File: config.mk
export PLATFORM = sky130hd
export DESIGN_NAME = plotter_axis_homing_sequencer_unit
export DESIGN_NICKNAME = d
export VERILOG_FILES = /design/src/rtl/pahs_pkg.sv /design/src/rtl/pahs_step.sv /design/src/rtl/plotter_axis_homing_sequencer_unit.sv
export SDC_FILE = /design/constraint.sdc
export NUM_CORES = 1
export LEC_CHECK = 0
export ABC_AREA = 1
export BUFFER_PORTS_ARGS = -buffer_cell sky130_fd_sc_hd__buf_4
export CORE_UTILIZATION = 35
export CTS_CLUSTER_SIZE = 25
export DETAILED_ROUTE_END_ITERATION = 10
export PLACE_DENSITY_LB_ADDON = 0.1
export REMOVE_ABC_BUFFERS = 1
export SYNTH_ARGS = -nofsm -noshare
export SYNTH_HDL_FRONTEND = slang
export SYNTH_SLANG_ARGS = --single-unit
File: constraint.sdc
create_clock -name clk -period 10.1 [get_ports clk]
set_clock_uncertainty 0.15 [all_clocks]
set_input_delay 1.515 -clock clk [delete_from_list [all_inputs] [get_ports clk]]
set_output_delay 1.515 -clock clk [all_outputs]
set_load 0.05 [all_outputs]
File: src/rtl/pahs_pkg.sv
`default_nettype none

package pahs_pkg;

  localparam logic [1:0] STAGE_FAST  = 2'd0;
  localparam logic [1:0] STAGE_SLOW  = 2'd1;
  localparam logic [1:0] STAGE_HOMED = 2'd2;

  localparam logic [1:0] REG_USE_SECOND_X = 2'd0;
  localparam logic [1:0] REG_X_MAX        = 2'd1;
  localparam logic [1:0] REG_Y_MAX        = 2'd2;
  localparam logic [1:0] REG_HOMED_SPEED  = 2'd3;

  localparam logic [7:0] BACKOFF_END = 8'd50;
  localparam logic [7:0] SEEK_END    = 8'd240;
  localparam logic [7:0] CLEAR_END   = 8'd250;

  localparam logic [31:0] FAST_POS      = 32'd1000;
  localparam logic [31:0] SPEED_BACKOFF = 32'h0000_4000;
  localparam logic [31:0] SPEED_SEEK    = 32'h0000_0200;
  localparam logic [31:0] SPEED_CLEAR   = 32'h0000_0040;

  typedef struct packed {
    logic       use_second_x;
    logic [31:0] x_max;
    logic [31:0] y_max;
    logic [31:0] homed_speed;
  } cfg_t;

  typedef struct packed {
    logic x;
    logic x2;
    logic y;
  } switches_t;

  // flags: bit 0 x, bit 1 second x, bit 2 y; dirs: bit 0 x away, bit 1 y away
  typedef struct packed {
    logic [2:0] flags;
    logic [1:0] stage;
    logic [7:0] count;
    logic [1:0] dirs;
  } state_t;

  typedef struct packed {
    logic        step_x;
    logic        step_x2;
    logic        step_y;
    logic        dir_x_away;
    logic        dir_y_away;
    logic        speed_load;
    logic [31:0] speed;
    logic        position_load;
    logic [31:0] new_pos_x;
    logic [31:0] new_pos_y;
    logic [1:0]  stage;
  } result_t;

endpackage

`default_nettype wire

File: src/rtl/pahs_step.sv
`default_nettype none

module pahs_step (
  input  pahs_pkg::cfg_t      cfg,
  input  pahs_pkg::state_t    st,
  input  pahs_pkg::switches_t sw,
  output pahs_pkg::state_t    st_next,
  output pahs_pkg::result_t   res
);

  logic two;
  logic all_fast;
  logic all_seek;

  assign two      = cfg.use_second_x;
  assign all_fast = st.flags[0] && st.flags[2] && sw.x && sw.y &&
                    (!two || (st.flags[1] && sw.x2));
  assign all_seek = sw.x && sw.y && (!two || sw.x2);

  always_comb begin
    st_next = st;
    res     = '0;
    unique case (st.stage)
      pahs_pkg::STAGE_FAST: begin
        res.position_load = 1'b1;
        res.new_pos_x     = pahs_pkg::FAST_POS;
        res.new_pos_y     = pahs_pkg::FAST_POS;
        if (all_fast) begin
          st_next.stage = pahs_pkg::STAGE_SLOW;
          st_next.count = '0;
        end else begin
          res.step_x = !sw.x;
          if (!sw.x) begin
            st_next.dirs[0] = 1'b0;
          end else begin
            st_next.flags[0] = 1'b1;
          end
          if (two) begin
            res.step_x2 = !sw.x2;
            if (!sw.x2) begin
              st_next.dirs[0] = 1'b0;
            end else begin
              st_next.flags[1] = 1'b1;
            end
          end
          res.step_y = !sw.y;
          if (!sw.y) begin
            st_next.dirs[1] = 1'b0;
          end else begin
            st_next.flags[2] = 1'b1;
          end
        end
      end
      pahs_pkg::STAGE_SLOW: begin
        st_next.dirs   = 2'b11;
        res.speed_load = 1'b1;
        if (st.count < pahs_pkg::BACKOFF_END) begin
          res.speed     = pahs_pkg::SPEED_BACKOFF;
          st_next.count = st.count + 8'd1;
          res.step_x    = 1'b1;
          res.step_x2   = two;
          res.step_y    = 1'b1;
        end else if (st.count < pahs_pkg::SEEK_END) begin
          res.speed       = pahs_pkg::SPEED_SEEK;
          res.step_x      = !sw.x;
          res.step_x2     = two && !sw.x2;
          res.step_y      = !sw.y;
          st_next.dirs[0] = sw.x && !(two && !sw.x2);
          st_next.dirs[1] = sw.y;
          if (all_seek) begin
            st_next.count = pahs_pkg::SEEK_END;
          end
        end else if (st.count < pahs_pkg::CLEAR_END) begin
          res.speed     = pahs_pkg::SPEED_CLEAR;
          st_next.count = st.count + 8'd1;
          res.step_x    = 1'b1;
          res.step_x2   = two;
          res.step_y    = 1'b1;
        end else begin
          res.speed         = cfg.homed_speed;
          res.position_load = 1'b1;
          res.new_pos_x     = cfg.x_max;
          res.new_pos_y     = cfg.y_max;
          st_next.stage     = pahs_pkg::STAGE_HOMED;
        end
      end
      default: begin
      end
    endcase
    res.dir_x_away = st_next.dirs[0];
    res.dir_y_away = st_next.dirs[1];
    res.stage      = st_next.stage;
  end

endmodule

`default_nettype wire

File: src/rtl/plotter_axis_homing_sequencer_unit.sv
// Homing sequencer for a plotter's X, optional second X and Y axes. Each input
// word is one motor timer tick carrying the home switch levels; each tick gives
// exactly one result word with step requests, directions, optional speed and
// position loads, and the stage (0 fast seek, 1 slow refine, 2 homed). One word
// is taken every clock cycle unless a stalled result word holds the flow; each
// word is captured in the input register and its result, from a single pass of
// decision logic, in the result register. Registers are written through cfg_we/
// cfg_index/cfg_data and act on the ticks that follow. After homing the block
// idles until reset.
`default_nettype none

module plotter_axis_homing_sequencer_unit (
  input  wire logic        clk,
  input  wire logic        rst,
  input  wire logic        in_valid,
  output logic             in_ready,
  input  wire logic        x_at_home,
  input  wire logic        x2_at_home,
  input  wire logic        y_at_home,
  output logic             out_valid,
  input  wire logic        out_ready,
  output logic             step_x,
  output logic             step_x2,
  output logic             step_y,
  output logic             dir_x_away,
  output logic             dir_y_away,
  output logic             speed_load,
  output logic [31:0]      speed,
  output logic             position_load,
  output logic [31:0]      new_pos_x,
  output logic [31:0]      new_pos_y,
  output logic [1:0]       stage,
  input  wire logic        cfg_we,
  input  wire logic [1:0]  cfg_index,
  input  wire logic [31:0] cfg_data
);

  pahs_pkg::cfg_t      cfg;
  pahs_pkg::state_t    st;
  pahs_pkg::state_t    st_next;
  pahs_pkg::switches_t sw;
  pahs_pkg::result_t   res_next;
  pahs_pkg::result_t   res;
  logic                sw_valid;
  logic                out_free;
  logic                adv;

  assign out_free = !out_valid || out_ready;
  assign adv      = sw_valid && out_free;
  assign in_ready = !sw_valid || out_free;

  always_ff @(posedge clk) begin
    if (rst) begin
      cfg <= '0;
    end else if (cfg_we) begin
      unique case (cfg_index)
        pahs_pkg::REG_USE_SECOND_X: cfg.use_second_x <= cfg_data[0];
        pahs_pkg::REG_X_MAX:        cfg.x_max        <= cfg_data;
        pahs_pkg::REG_Y_MAX:        cfg.y_max        <= cfg_data;
        pahs_pkg::REG_HOMED_SPEED:  cfg.homed_speed  <= cfg_data;
      endcase
    end
  end

  always_ff @(posedge clk) begin
    if (rst) begin
      sw_valid <= 1'b0;
    end else if (in_ready) begin
      sw_valid <= in_valid;
    end
    if (in_valid && in_ready) begin
      sw <= '{x: x_at_home, x2: x2_at_home, y: y_at_home};
    end
  end

  pahs_step u_step (
    .cfg     (cfg),
    .st      (st),
    .sw      (sw),
    .st_next (st_next),
    .res     (res_next)
  );

  always_ff @(posedge clk) begin
    if (rst) begin
      st        <= '0;
      out_valid <= 1'b0;
    end else begin
      if (adv) begin
        st <= st_next;
      end
      if (out_free) begin
        out_valid <= sw_valid;
      end
    end
    if (adv) begin
      res <= res_next;
    end
  end

  assign step_x        = res.step_x;
  assign step_x2       = res.step_x2;
  assign step_y        = res.step_y;
  assign dir_x_away    = res.dir_x_away;
  assign dir_y_away    = res.dir_y_away;
  assign speed_load    = res.speed_load;
  assign speed         = res.speed;
  assign position_load = res.position_load;
  assign new_pos_x     = res.new_pos_x;
  assign new_pos_y     = res.new_pos_y;
  assign stage         = res.stage;

endmodule

`default_nettype wire

==> flow_summary.json <==
{
  "outcome": "complete, no violations",
  "finish.net_count": 1033,
  "antenna_violating_nets_post_route": 0,
  "finalHoldWorstSlack_ns": 0.300,
  "p_leak_nw": 4.06,
  "timing.max_cap.violations": 0,
  "clk_pin_slew_worst_paths_ns": 0.06,
  "finalMaxSlewViolations": 0,
  "yosys_most_used_dff": "sky130_fd_sc_hd__dfxtp_1",
  "grt_antenna_before_repair": 0,
  "dp_hpwl_um": 11700,
  "async_reset_ff_share_pct": 0,
  "die_height_um": 159,
  "timing.final.crit_period_ns": 3.66,
  "numPortBuffers": 148,
  "syn_area_sq_um": 8680,
  "place_congestion": 0.745,
  "drtIter0Drc": 302,
  "timing.fmax_ghz": 0.273,
  "seq_area_frac_synth_pct": 63.7,
  "cts.sink_count": 222,
  "finalHoldViolations": 0,
  "cts-hold-fix-buffers": 0,
  "timing.critical_path.to_type": "primary output",
  "worst_setup_path_category": "in2out",
  "detail_route.drc_violations": 0,
  "dpl_worst_slack_ns": 6.19,
  "first_global_vias": 5697,
  "design_power_total_w": 0.00200,
  "flip_flop_and_latch_count_after_synthesis": 222,
  "ioPinCount": 149,
  "num_rows": 57,
  "max-slew-margin-rel_pct": 31.6,
  "rsz0062_at_grt": "no",
  "vias": 6033,
  "cts-buffers-inserted": 24,
  "setup_viol": 0,
  "drt-vias-per-instance": 4.53,
  "arrival_ns": 1.99,
  "number_of_instances_in_the_synthesized_netlist": 854,
  "start_kind": "primary input",
  "global_route_total_usage_across_every_layer_pct": 15.5,
  "cts_tree": "yes",
  "synth_edf_count": 108,
  "floorplan.die_area_sq_um": 25400,
  "firstDrtPassIters": 4,
  "totalWireLength_um": 19900,
  "n_antenna_cell": 0,
  "final_core_util_pct": 44.1,
  "clock-root-buffer": "sky130_fd_sc_hd__clkbuf_16",
  "synthDominantCellAreaShare_pct": 37.4,
  "dieWidth_um": 159,
  "htree_num_levels": 1,
  "cp_data_required_time_ns": 8.44,
  "finalWorstSetupSlack_ns": 6.44,
  "power_density_nw_per_um2": 187,
  "synth.top_cells.by_area": "sky130_fd_sc_hd__edfxtp_1 37%, sky130_fd_sc_hd__dfxtp_1 26%, sky130_fd_sc_hd__o21ai_0 5.7%",
  "cts_post_setup_buffers_inserted": 0,
  "setup_tns_ns": 0,
  "clk_latency_ns": 0.51,
  "min_period_over_period_pct": 36.2,
  "layout_cell_share_with_drive_strength_beyond_1_pct": 25.0,
  "grt-ovfl-total": 0,
  "cts_max_path_bufs": 3,
  "synth_area_per_cell_sq_um": 10.2,
  "syn2layout_area_growth_pct": 23.6,
  "grt_start_max_net_pins": 107,
  "post-synth-top-area-cell": "sky130_fd_sc_hd__edfxtp_1",
  "core_area_sq_um": 24300,
  "grt_first_pass_wirelength_um": 31300,
  "crit_path_max_fanout": 3,
  "power.ir.vdd_worst_v": 0.0000780,
  "reg2reg_slack_ns": 7.08,
  "worst_slew_pin_slew_ns": 1.03,
  "yosysWarningCount": 0,
  "hp-class": "reg2reg",
  "initial_core_util_pct": 35.7,
  "synth_cell_types": 32,
  "detail_route.wl_per_cell_um": 14.9,
  "postCtsResizedCells": 0
}
[layout by cell type (no fill, tap or decap), types with 10 or more instances in the layout]
cell / synthesis / layout
sky130_fd_sc_hd__clkbuf_1: 30 / 12
sky130_fd_sc_hd__o21ai_0: 98 / 98
sky130_fd_sc_hd__edfxtp_1: 108 / 108
sky130_fd_sc_hd__nor2_2: 10 / 10
sky130_fd_sc_hd__inv_1: 89 / 88
sky130_fd_sc_hd__nor2_1: 129 / 129
sky130_fd_sc_hd__nand3_1: 18 / 17
sky130_fd_sc_hd__nor2_4: 42 / 42
sky130_fd_sc_hd__buf_4: 0 / 152
sky130_fd_sc_hd__clkbuf_16: 0 / 25
sky130_fd_sc_hd__dfxtp_1: 114 / 114
sky130_fd_sc_hd__nand2_1: 93 / 93
sky130_fd_sc_hd__a21oi_1: 74 / 74
[routing by layer]
metal	GRT usage (%)	share of wire, %	up-vias
li1	-	-	3066
met1	21.6	48	2789
met2	24.9	45	154
met3	2.74	4.9	24
met4	4.28	1.6	0
met5	0	0	-
[per-stage QoR]
| stage | area, sq um | std cells |
|---|---|---|
| 2_1_floorplan | 8430 | 812 |
| 3_3_place_gp | 9990 | 1288 |
| 3_5_place_dp | 9990 | 1288 |
| 4_1_cts | 10700 | 1332 |
| 5_1_grt | 10700 | 1332 |
| 6_report | 10700 | 1332 |
[kinds of logic (layout without fill, tap and decap cells)]
family	Yosys count	after routing	synth area share, %
AOI/OAI and AO/OA	186	186	10.9
xor gates and xnor gates	1	1	0.101
adders and majority gates	1	1	0.144
buffers and inverters	139	293	7.02
DFF	222	222	63.7
and+or+nand+nor	305	305	18.1
[power breakdown]
| part | switching, W | leakage (nW) | total (W) | internal (W) |
|---|---|---|---|---|
| Combinational | 0.000134 | 1.76 | 0.000184 | 0.0000501 |
| Clock | 0.000343 | 0.353 | 0.000822 | 0.000478 |
| Sequential | 0.0000148 | 1.95 | 0.000998 | 0.000984 |
| Total | 0.000492 | 4.06 | 0.00200 | 0.00151 |
[area by class of cell]
class / instances / area, sq um
clock inverters: 4 / 21.3
flip-flops and latches: 222 / 5530
fillers: 2368 / 13600
inverters: 97 / 372
multi-input cells: 493 / 2550
repair buffers: 152 / 1140
clock buffers: 40 / 712
well taps: 324 / 405
[registers in the layout (all words and copies together) (netlist names), 2 cells and up]
register and cells:
cfg 97, new_pos_x 32, new_pos_y 32, speed 32
st 15, stage 2, sw 3
[worst max-delay path, stage by stage]
cell and delay (ns):
sky130_fd_sc_hd__buf_4 0.11, sky130_fd_sc_hd__inv_1 0.06, sky130_fd_sc_hd__nand3_1 0.10, sky130_fd_sc_hd__buf_4 0.21
[synthesized netlist by cell type, types with 2 or more instances]
library cell and count:
sky130_fd_sc_hd__buf_6 2, sky130_fd_sc_hd__inv_2 7, sky130_fd_sc_hd__nand2_1 93, sky130_fd_sc_hd__nand3_1 18
sky130_fd_sc_hd__o21ai_0 98, sky130_fd_sc_hd__buf_2 6, sky130_fd_sc_hd__nor2_1 129, sky130_fd_sc_hd__nor2_2 10
sky130_fd_sc_hd__buf_12 4, sky130_fd_sc_hd__inv_1 89, sky130_fd_sc_hd__nand3b_1 2, sky130_fd_sc_hd__edfxtp_1 108
sky130_fd_sc_hd__clkbuf_1 30, sky130_fd_sc_hd__a211oi_1 2, sky130_fd_sc_hd__nand4_1 3, sky130_fd_sc_hd__a21oi_1 74
sky130_fd_sc_hd__dfxtp_1 114, sky130_fd_sc_hd__o21ai_1 9, sky130_fd_sc_hd__nor2_4 42, sky130_fd_sc_hd__nand2_2 2
[final timing paths]
path	startpoint	end	cells after the start
hold / removal	st[12]$_SDFFE_PP0P_	st[12]$_SDFFE_PP0P_	2
setup / recovery	out_ready	in_ready	4
hold reg to reg	st[12]$_SDFFE_PP0P_	st[12]$_SDFFE_PP0P_	2
setup reg to reg	st[11]$_SDFFE_PP0P_	speed[28]$_SDFFCE_PP0P_	6
No activity file was read; power rests on OpenSTA's default activity.
